**src/hw/rtl/ltpg_pkg.sv**
```systemverilog
`timescale 1ns / 1ps
// ----------------------------------------------------------------------------
// ltpg_pkg
// Shared types, constants and helper functions of the twinkle pixel generator.
// ----------------------------------------------------------------------------
package ltpg_pkg;

    localparam int TIME_W  = 32;
    localparam int LCG_W   = 16;
    localparam int MULT_W  = 5;
    localparam int BYTE_W  = 8;
    localparam int CFG_W   = 4;
    localparam int IDX_W   = 4;
    localparam int SHIFT_W = 4;

    localparam logic [LCG_W-1:0] LCG_SEED    = 16'd11337;
    localparam logic [LCG_W-1:0] LCG_MUL     = 16'd2053;
    localparam logic [LCG_W-1:0] LCG_ADD     = 16'd1384;
    // two steps folded into one: x*2053^2 + (1384*2053 + 1384), mod 2^16
    localparam logic [LCG_W-1:0] LCG_MUL2    = 16'd20505;
    localparam logic [LCG_W-1:0] LCG_ADD2    = 16'd24688;

    localparam logic [CFG_W-1:0] CFG_MAX       = 4'd8;
    localparam logic [CFG_W-1:0] DENSITY_RESET = 4'd8;
    localparam logic [CFG_W-1:0] SPEED_RESET   = 4'd5;
    localparam logic [SHIFT_W-1:0] SHIFT_BASE  = 4'd8;

    localparam logic [IDX_W-1:0] REG_DENSITY = 4'd0;
    localparam logic [IDX_W-1:0] REG_SPEED   = 4'd1;

    localparam logic [BYTE_W-1:0] NIBBLE_MASK = 8'h0F;
    localparam logic [MULT_W-1:0] MULT_BASE   = 5'h08;
    localparam logic [BYTE_W-1:0] GATE_MASK   = 8'h0E;
    localparam logic [BYTE_W-1:0] WAVE_KNEE   = 8'd86;
    localparam logic [BYTE_W-1:0] WAVE_TOP    = 8'd255;

    localparam int QDEPTH = 2;
    localparam int QPTR_W = 1;
    localparam int QCNT_W = 2;

    // one pixel after the generator, waiting for the clock math
    typedef struct packed {
        logic [TIME_W-1:0] time_ms;
        logic [MULT_W-1:0] mult;
        logic [LCG_W-1:0]  offset;
        logic [BYTE_W-1:0] salt;
    } t_job;

    // fast attack, slow decay
    function automatic logic [BYTE_W-1:0] attack_decay(input logic [BYTE_W-1:0] v);
        logic [BYTE_W-1:0] k;
        logic [BYTE_W:0]   up;
        logic [BYTE_W:0]   down;
        k    = v - WAVE_KNEE;
        up   = {1'b0, v} + {v, 1'b0};
        down = {1'b0, k} + {2'b00, k[BYTE_W-1:1]};
        if (v < WAVE_KNEE) begin
            attack_decay = up[BYTE_W-1:0];
        end else begin
            attack_decay = WAVE_TOP - down[BYTE_W-1:0];
        end
    endfunction

endpackage

```
**src/hw/rtl/ltpg_front.sv**
```systemverilog
`timescale 1ns / 1ps
// ----------------------------------------------------------------------------
// ltpg_front
// Accepts pixel requests, steps the generator twice and derives offset,
// speed multiplier and salt for the back end.
// ----------------------------------------------------------------------------
module ltpg_front
    import ltpg_pkg::*;
(
    input  logic              i_clk,
    input  logic              i_rst_n,
    input  logic              i_valid,
    output logic              o_ready,
    input  logic [TIME_W-1:0] i_time_ms,
    input  logic              i_frame_start,
    input  logic              i_full,
    output logic              o_push,
    output t_job              o_job
);

    logic [LCG_W-1:0]  r_lcg;
    logic [LCG_W-1:0]  n_lcg;
    logic [LCG_W-1:0]  base;
    logic [LCG_W-1:0]  offset;
    logic [BYTE_W-1:0] lo;
    logic [BYTE_W-1:0] nib_sum;

    assign o_ready = !i_full;
    assign o_push  = i_valid && !i_full;

    assign base   = i_frame_start ? LCG_SEED : r_lcg;
    assign offset = base * LCG_MUL + LCG_ADD;
    assign n_lcg  = base * LCG_MUL2 + LCG_ADD2;

    assign lo      = n_lcg[BYTE_W-1:0];
    assign nib_sum = ((lo >> 4) + (lo & NIBBLE_MASK)) & NIBBLE_MASK;

    always_comb begin
        o_job.time_ms = i_time_ms;
        o_job.mult    = nib_sum[MULT_W-1:0] + MULT_BASE;
        o_job.offset  = offset;
        o_job.salt    = n_lcg[LCG_W-1:BYTE_W];
    end

    always_ff @(posedge i_clk) begin
        if (!i_rst_n) begin
            r_lcg <= LCG_SEED;
        end else if (o_push) begin
            r_lcg <= n_lcg;
        end
    end

endmodule

```
**src/hw/rtl/ltpg_queue.sv**
```systemverilog
`timescale 1ns / 1ps
// ----------------------------------------------------------------------------
// ltpg_queue
// Two-entry queue between the generator front end and the clock back end.
// ----------------------------------------------------------------------------
module ltpg_queue
    import ltpg_pkg::*;
(
    input  logic i_clk,
    input  logic i_rst_n,
    input  logic i_push,
    input  t_job i_wdata,
    output logic o_full,
    output logic o_valid,
    input  logic i_pop,
    output t_job o_rdata
);

    t_job              r_mem [QDEPTH];
    logic [QPTR_W-1:0] r_wptr;
    logic [QPTR_W-1:0] r_rptr;
    logic [QCNT_W-1:0] r_count;
    logic              do_pop;

    assign o_full  = (r_count == QCNT_W'(QDEPTH));
    assign o_valid = (r_count != '0);
    assign do_pop  = i_pop && o_valid;
    assign o_rdata = r_mem[r_rptr];

    always_ff @(posedge i_clk) begin
        if (i_push) begin
            r_mem[r_wptr] <= i_wdata;
        end
    end

    always_ff @(posedge i_clk) begin
        if (!i_rst_n) begin
            r_wptr  <= '0;
            r_rptr  <= '0;
            r_count <= '0;
        end else begin
            if (i_push) begin
                r_wptr <= r_wptr + 1'b1;
            end
            if (do_pop) begin
                r_rptr <= r_rptr + 1'b1;
            end
            if (i_push && !do_pop) begin
                r_count <= r_count + 1'b1;
            end else if (do_pop && !i_push) begin
                r_count <= r_count - 1'b1;
            end
        end
    end

endmodule

```
**src/hw/rtl/ltpg_back.sv**
```systemverilog
`timescale 1ns / 1ps
// ----------------------------------------------------------------------------
// ltpg_back
// Scales the frame time, applies offset and speed shift, gates on density
// and shapes the brightness wave. Two stages, output register at the end.
// ----------------------------------------------------------------------------
module ltpg_back
    import ltpg_pkg::*;
(
    input  logic              i_clk,
    input  logic              i_rst_n,
    input  logic              i_job_valid,
    output logic              o_job_pop,
    input  t_job              i_job,
    input  logic [CFG_W-1:0]  i_density,
    input  logic [CFG_W-1:0]  i_speed,
    output logic              o_valid,
    input  logic              i_ready,
    output logic [BYTE_W-1:0] o_pixel_hue,
    output logic [BYTE_W-1:0] o_pixel_brightness
);

    // stage 1: product
    logic              r_s1_valid;
    logic [TIME_W-1:0] r_s1_prod;
    logic [LCG_W-1:0]  r_s1_offset;
    logic [BYTE_W-1:0] r_s1_salt;

    logic              r_out_valid;
    logic [BYTE_W-1:0] r_hue;
    logic [BYTE_W-1:0] r_bright;

    logic              out_load;
    logic              s1_load;
    logic [TIME_W-1:0] pix_clk;
    logic [TIME_W-1:0] shifted;
    logic [SHIFT_W-1:0] shift;
    logic [BYTE_W-1:0] fast;
    logic [BYTE_W-1:0] slow;
    logic              lit;

    assign out_load  = r_s1_valid && (!r_out_valid || i_ready);
    assign s1_load   = !r_s1_valid || out_load;
    assign o_job_pop = s1_load && i_job_valid;

    assign pix_clk = (r_s1_prod >> 3) + TIME_W'(r_s1_offset);
    assign shift   = SHIFT_BASE - i_speed;
    assign shifted = pix_clk >> shift;
    assign fast    = shifted[BYTE_W-1:0];
    assign slow    = shifted[LCG_W-1:BYTE_W] ^ r_s1_salt;
    assign lit     = (slow & GATE_MASK) < {4'b0000, i_density};

    always_ff @(posedge i_clk) begin
        if (o_job_pop) begin
            r_s1_prod   <= i_job.time_ms * TIME_W'(i_job.mult);
            r_s1_offset <= i_job.offset;
            r_s1_salt   <= i_job.salt;
        end
        if (out_load) begin
            r_hue    <= {slow[3:0], 4'b0000} + r_s1_salt;
            r_bright <= lit ? attack_decay(fast) : '0;
        end
    end

    always_ff @(posedge i_clk) begin
        if (!i_rst_n) begin
            r_s1_valid  <= 1'b0;
            r_out_valid <= 1'b0;
        end else begin
            if (s1_load) begin
                r_s1_valid <= i_job_valid;
            end
            if (out_load) begin
                r_out_valid <= 1'b1;
            end else if (i_ready) begin
                r_out_valid <= 1'b0;
            end
        end
    end

    assign o_valid            = r_out_valid;
    assign o_pixel_hue        = r_hue;
    assign o_pixel_brightness = r_bright;

endmodule

```
**src/hw/rtl/led_twinkle_pixel_generator_unit.sv**
```systemverilog
`timescale 1ns / 1ps
// ----------------------------------------------------------------------------
// led_twinkle_pixel_generator_unit
// Twinkle pattern generator: one hue and brightness byte pair per pixel.
// ----------------------------------------------------------------------------
// A request goes through the queue, the stage-1 product register and the
// output register. One pixel per cycle while i_ready is high; the generator
// step is combinational and the 32x5 time multiply is registered in stage 1.
// Reset (synchronous, active low): generator seed 11337, density 8, speed 5,
// queue and pipeline emptied. Config port is always ready.
module led_twinkle_pixel_generator_unit
    import ltpg_pkg::*;
(
    input  logic              i_clk,
    input  logic              i_rst_n,
    input  logic              i_valid,
    output logic              o_ready,
    input  logic [TIME_W-1:0] i_time_ms,
    input  logic              i_frame_start,
    output logic              o_valid,
    input  logic              i_ready,
    output logic [BYTE_W-1:0] o_pixel_hue,
    output logic [BYTE_W-1:0] o_pixel_brightness,
    input  logic              i_cfg_valid,
    output logic              o_cfg_ready,
    input  logic [IDX_W-1:0]  i_cfg_index,
    input  logic [CFG_W-1:0]  i_cfg_data
);

    logic [CFG_W-1:0] r_density;
    logic [CFG_W-1:0] r_speed;
    logic             cfg_ok;

    logic push;
    logic full;
    logic q_valid;
    logic pop;
    t_job front_job;
    t_job q_job;

    assign o_cfg_ready = 1'b1;
    // out-of-range values leave the register untouched
    assign cfg_ok = i_cfg_valid && (i_cfg_data <= CFG_MAX);

    always_ff @(posedge i_clk) begin
        if (!i_rst_n) begin
            r_density <= DENSITY_RESET;
            r_speed   <= SPEED_RESET;
        end else if (cfg_ok) begin
            if (i_cfg_index == REG_DENSITY) begin
                r_density <= i_cfg_data;
            end else if (i_cfg_index == REG_SPEED) begin
                r_speed <= i_cfg_data;
            end
        end
    end

    ltpg_front u_front (
        .i_clk         (i_clk),
        .i_rst_n       (i_rst_n),
        .i_valid       (i_valid),
        .o_ready       (o_ready),
        .i_time_ms     (i_time_ms),
        .i_frame_start (i_frame_start),
        .i_full        (full),
        .o_push        (push),
        .o_job         (front_job)
    );

    ltpg_queue u_queue (
        .i_clk   (i_clk),
        .i_rst_n (i_rst_n),
        .i_push  (push),
        .i_wdata (front_job),
        .o_full  (full),
        .o_valid (q_valid),
        .i_pop   (pop),
        .o_rdata (q_job)
    );

    ltpg_back u_back (
        .i_clk              (i_clk),
        .i_rst_n            (i_rst_n),
        .i_job_valid        (q_valid),
        .o_job_pop          (pop),
        .i_job              (q_job),
        .i_density          (r_density),
        .i_speed            (r_speed),
        .o_valid            (o_valid),
        .i_ready            (i_ready),
        .o_pixel_hue        (o_pixel_hue),
        .o_pixel_brightness (o_pixel_brightness)
    );

endmodule
```
**config.mk**
```make
export PLATFORM = sky130hd
export DESIGN_NAME = led_twinkle_pixel_generator_unit
export DESIGN_NICKNAME = d
export VERILOG_FILES = /design/src/hw/rtl/ltpg_pkg.sv /design/src/hw/rtl/ltpg_front.sv /design/src/hw/rtl/ltpg_queue.sv /design/src/hw/rtl/ltpg_back.sv /design/src/hw/rtl/led_twinkle_pixel_generator_unit.sv
export SDC_FILE = /design/constraint.sdc
export NUM_CORES = 1
export LEC_CHECK = 0
export BUFFER_PORTS_ARGS = -buffer_cell sky130_fd_sc_hd__buf_2
export CAP_MARGIN = 20
export CORE_MARGIN = 4
export CORE_UTILIZATION = 24
export CTS_CLUSTER_DIAMETER = 50
export CTS_CLUSTER_SIZE = 8
export DETAILED_ROUTE_END_ITERATION = 6
export PLACE_DENSITY = 0.46
export SYNTH_ARGS = -nofsm -noshare
export SYNTH_HDL_FRONTEND = slang
export SYNTH_HIERARCHICAL = 1
export SYNTH_SLANG_ARGS = --single-unit
```
**constraint.sdc**
```tcl
create_clock -name i_clk -period 7.7 [get_ports i_clk]
set_input_delay 1.155 -clock i_clk [delete_from_list [all_inputs] [get_ports i_clk]]
set_output_delay 1.155 -clock i_clk [all_outputs]
set_load 0.005 [all_outputs]
```
==> results.ini <==
[run_status]
outcome = finished clean

[global_routing]
antenna_found_initial = 0
track_usage_pct = 10.2
use_met2_pct = 19.1
grt_pass1_wl_mm = 66.3
use_met3_pct = 1.26
grt_max_degree = 55
use_met1_pct = 12.0
first_global_vias = 12800
grt_busiest_layer = met2
grt.overflow.total = 0

[clocking]
ctsHtreeMaxLevel = 2
cts_buffer_depth = 3
clock_sinks = 216
clock_latency_ps = 510
cts_buffers = 35
post-cts-setup-buffers = 0
cts_root_buffer = clkbuf_16
clk_pin_slew_ps = 50
cts_resized = 0
tritoncts = built
cts_hold_buffers = 0

[logic_synthesis]
yosysWarnings = 6
avgSynthCellArea_um2 = 10.5
syn_inst = 1698
netlist_area_mm2 = 0.0178
synth_nets = 2001

[die]
fp-row-count = 99
start_util_pct = 24.3
core_area_mm2 = 0.0733
die_h_um = 281
die_w_um = 281
dieArea_mm2 = 0.0787
pin_count = 65

[routing]
first_pass_iters = 5
first_iter_violations = 488
via_per_inst = 4.47
drt_wl_total_mm = 39.4
wl_per_cell_um = 14.7
ant_nets = 0
vias = 12000
drc = 0

[timing]
clock.fmax_ghz = 0.158
rsz0062_at_grt = no
tns_ps = 0
fin_crit_ps = 6330
timing.final.crit_share_pct = 82.2
final-hold-violation-count = 0
finClkSkew_ps = 22.5
drv_slew = 0
setup_violations = 0
relSlewSlack_pct = 38.3
worst_pin_slew_ps = 922

[finish]
antenna_cells = 0
stdcell_count = 2690
area_growth_pct = 11.7
layout.nets = 2014
drive_above_1_share_pct = 13.2
post-route-cell-area_mm2 = 0.0199
nFillCells = 7739

[placed_design]
port_buffers = 61
place_area_mm2 = 0.0189
dp.cells = 2633
gp_congestion = 0.788
dp_hpwl_mm = 30.4

[setup_path]
critical_path.max_fanout = 27
crit_path_end_kind = flop
cp-start-kind = flop
worstPathArrival_ps = 6580
crit_required_ps = 7950
worstSetupPathType = flop to flop

[job]
cap_violations = 0

[hold_path]
hp-class = flop to flop

## worst max-delay path, cell delays in order (launching register included)
cell	delay, ps
dfxtp_2	370
buf_4	270
mux2_2	570
nand2_1	150
fa_1	520
fa_1	530
fa_1	550
inv_1	50
ha_1	340
a21o_1	190
a21oi_1	210
nor2b_1	70
o21ai_0	220
a21boi_0	200
nand4_1	130
o21ai_0	140
o41ai_1	480
o211ai_1	230
a31oi_1	240
a21oi_1	140
a21o_1	190
a21oi_1	160
xnor2_1	90
## through the flow
step / worst slack (ps) / utilization [%] / hold slack [ps]
CTS: 1310 / 27.1 / 469
detailed placement: 1330 / 25.8 / 461
floorplan: 1100 / - / 433
finish: 1370 / 27.1 / 463
global route: 815 / 27.1 / 501
global placement: 1350 / 25.8 / 448
## layer usage
metal	wire, um	part of all wire, %
met1	16700	42
met2	20600	52
met3	891	2.3
met4	1320	3.3
met5	0	0
## final timing paths
path         slack [ps]              endpoint          from  depth (start not counted)
max                1370  u_back/r_s1_prod[28]          flop                         22
min                 460          r_density[0]  r_density[0]                          2
max reg2reg        1370  u_back/r_s1_prod[28]          flop                         22
min reg2reg         460          r_density[0]  r_density[0]                          2
## area by class of cell
cell class	instances	area [um2]	share of cell area [%]
clock buffers	49	948	4.76
clock inverters	8	61.3	0.308
inverters	145	544	2.73
multi-input cells	1238	10600	53.1
flip-flops and latches	216	6180	31.0
well taps	959	1200	6.03
repair buffers	75	410	2.06
## registers in the layout, indices dropped and copies added, names as in the netlist, named ones only
signal	cells
u_queue/r_mem	118
u_back/r_s1_prod	27
u_back/r_s1_offset	16
u_front/r_lcg	16
u_back/o_pixel_brightness	8
u_back/o_pixel_hue	8
u_back/r_s1_salt	8
r_density	4
r_speed	4
u_queue/r_count	2
u_back/o_valid	1
u_back/r_s1_valid	1
u_queue/r_rptr	1
u_queue/r_wptr	1
## layout by cell type (no fill, tap or decap), drive strengths merged, types with 28 or more instances in the layout
| cell type | count |
|---|---|
| inv | 146 |
| fa | 101 |
| ha | 156 |
| nor2b | 28 |
| and2 | 69 |
| o21ai | 53 |
| clkbuf | 49 |
| nand2 | 161 |
| nor2 | 83 |
| dfxtp | 31 |
| nor3 | 35 |
| a21oi | 63 |
| xor2 | 40 |
| buf | 75 |
| xnor2 | 86 |
| mux2 | 62 |
| edfxtp | 185 |
Power is not shown: default switching activity piles up to over one toggle a cycle in this logic, so the estimate is an artifact.
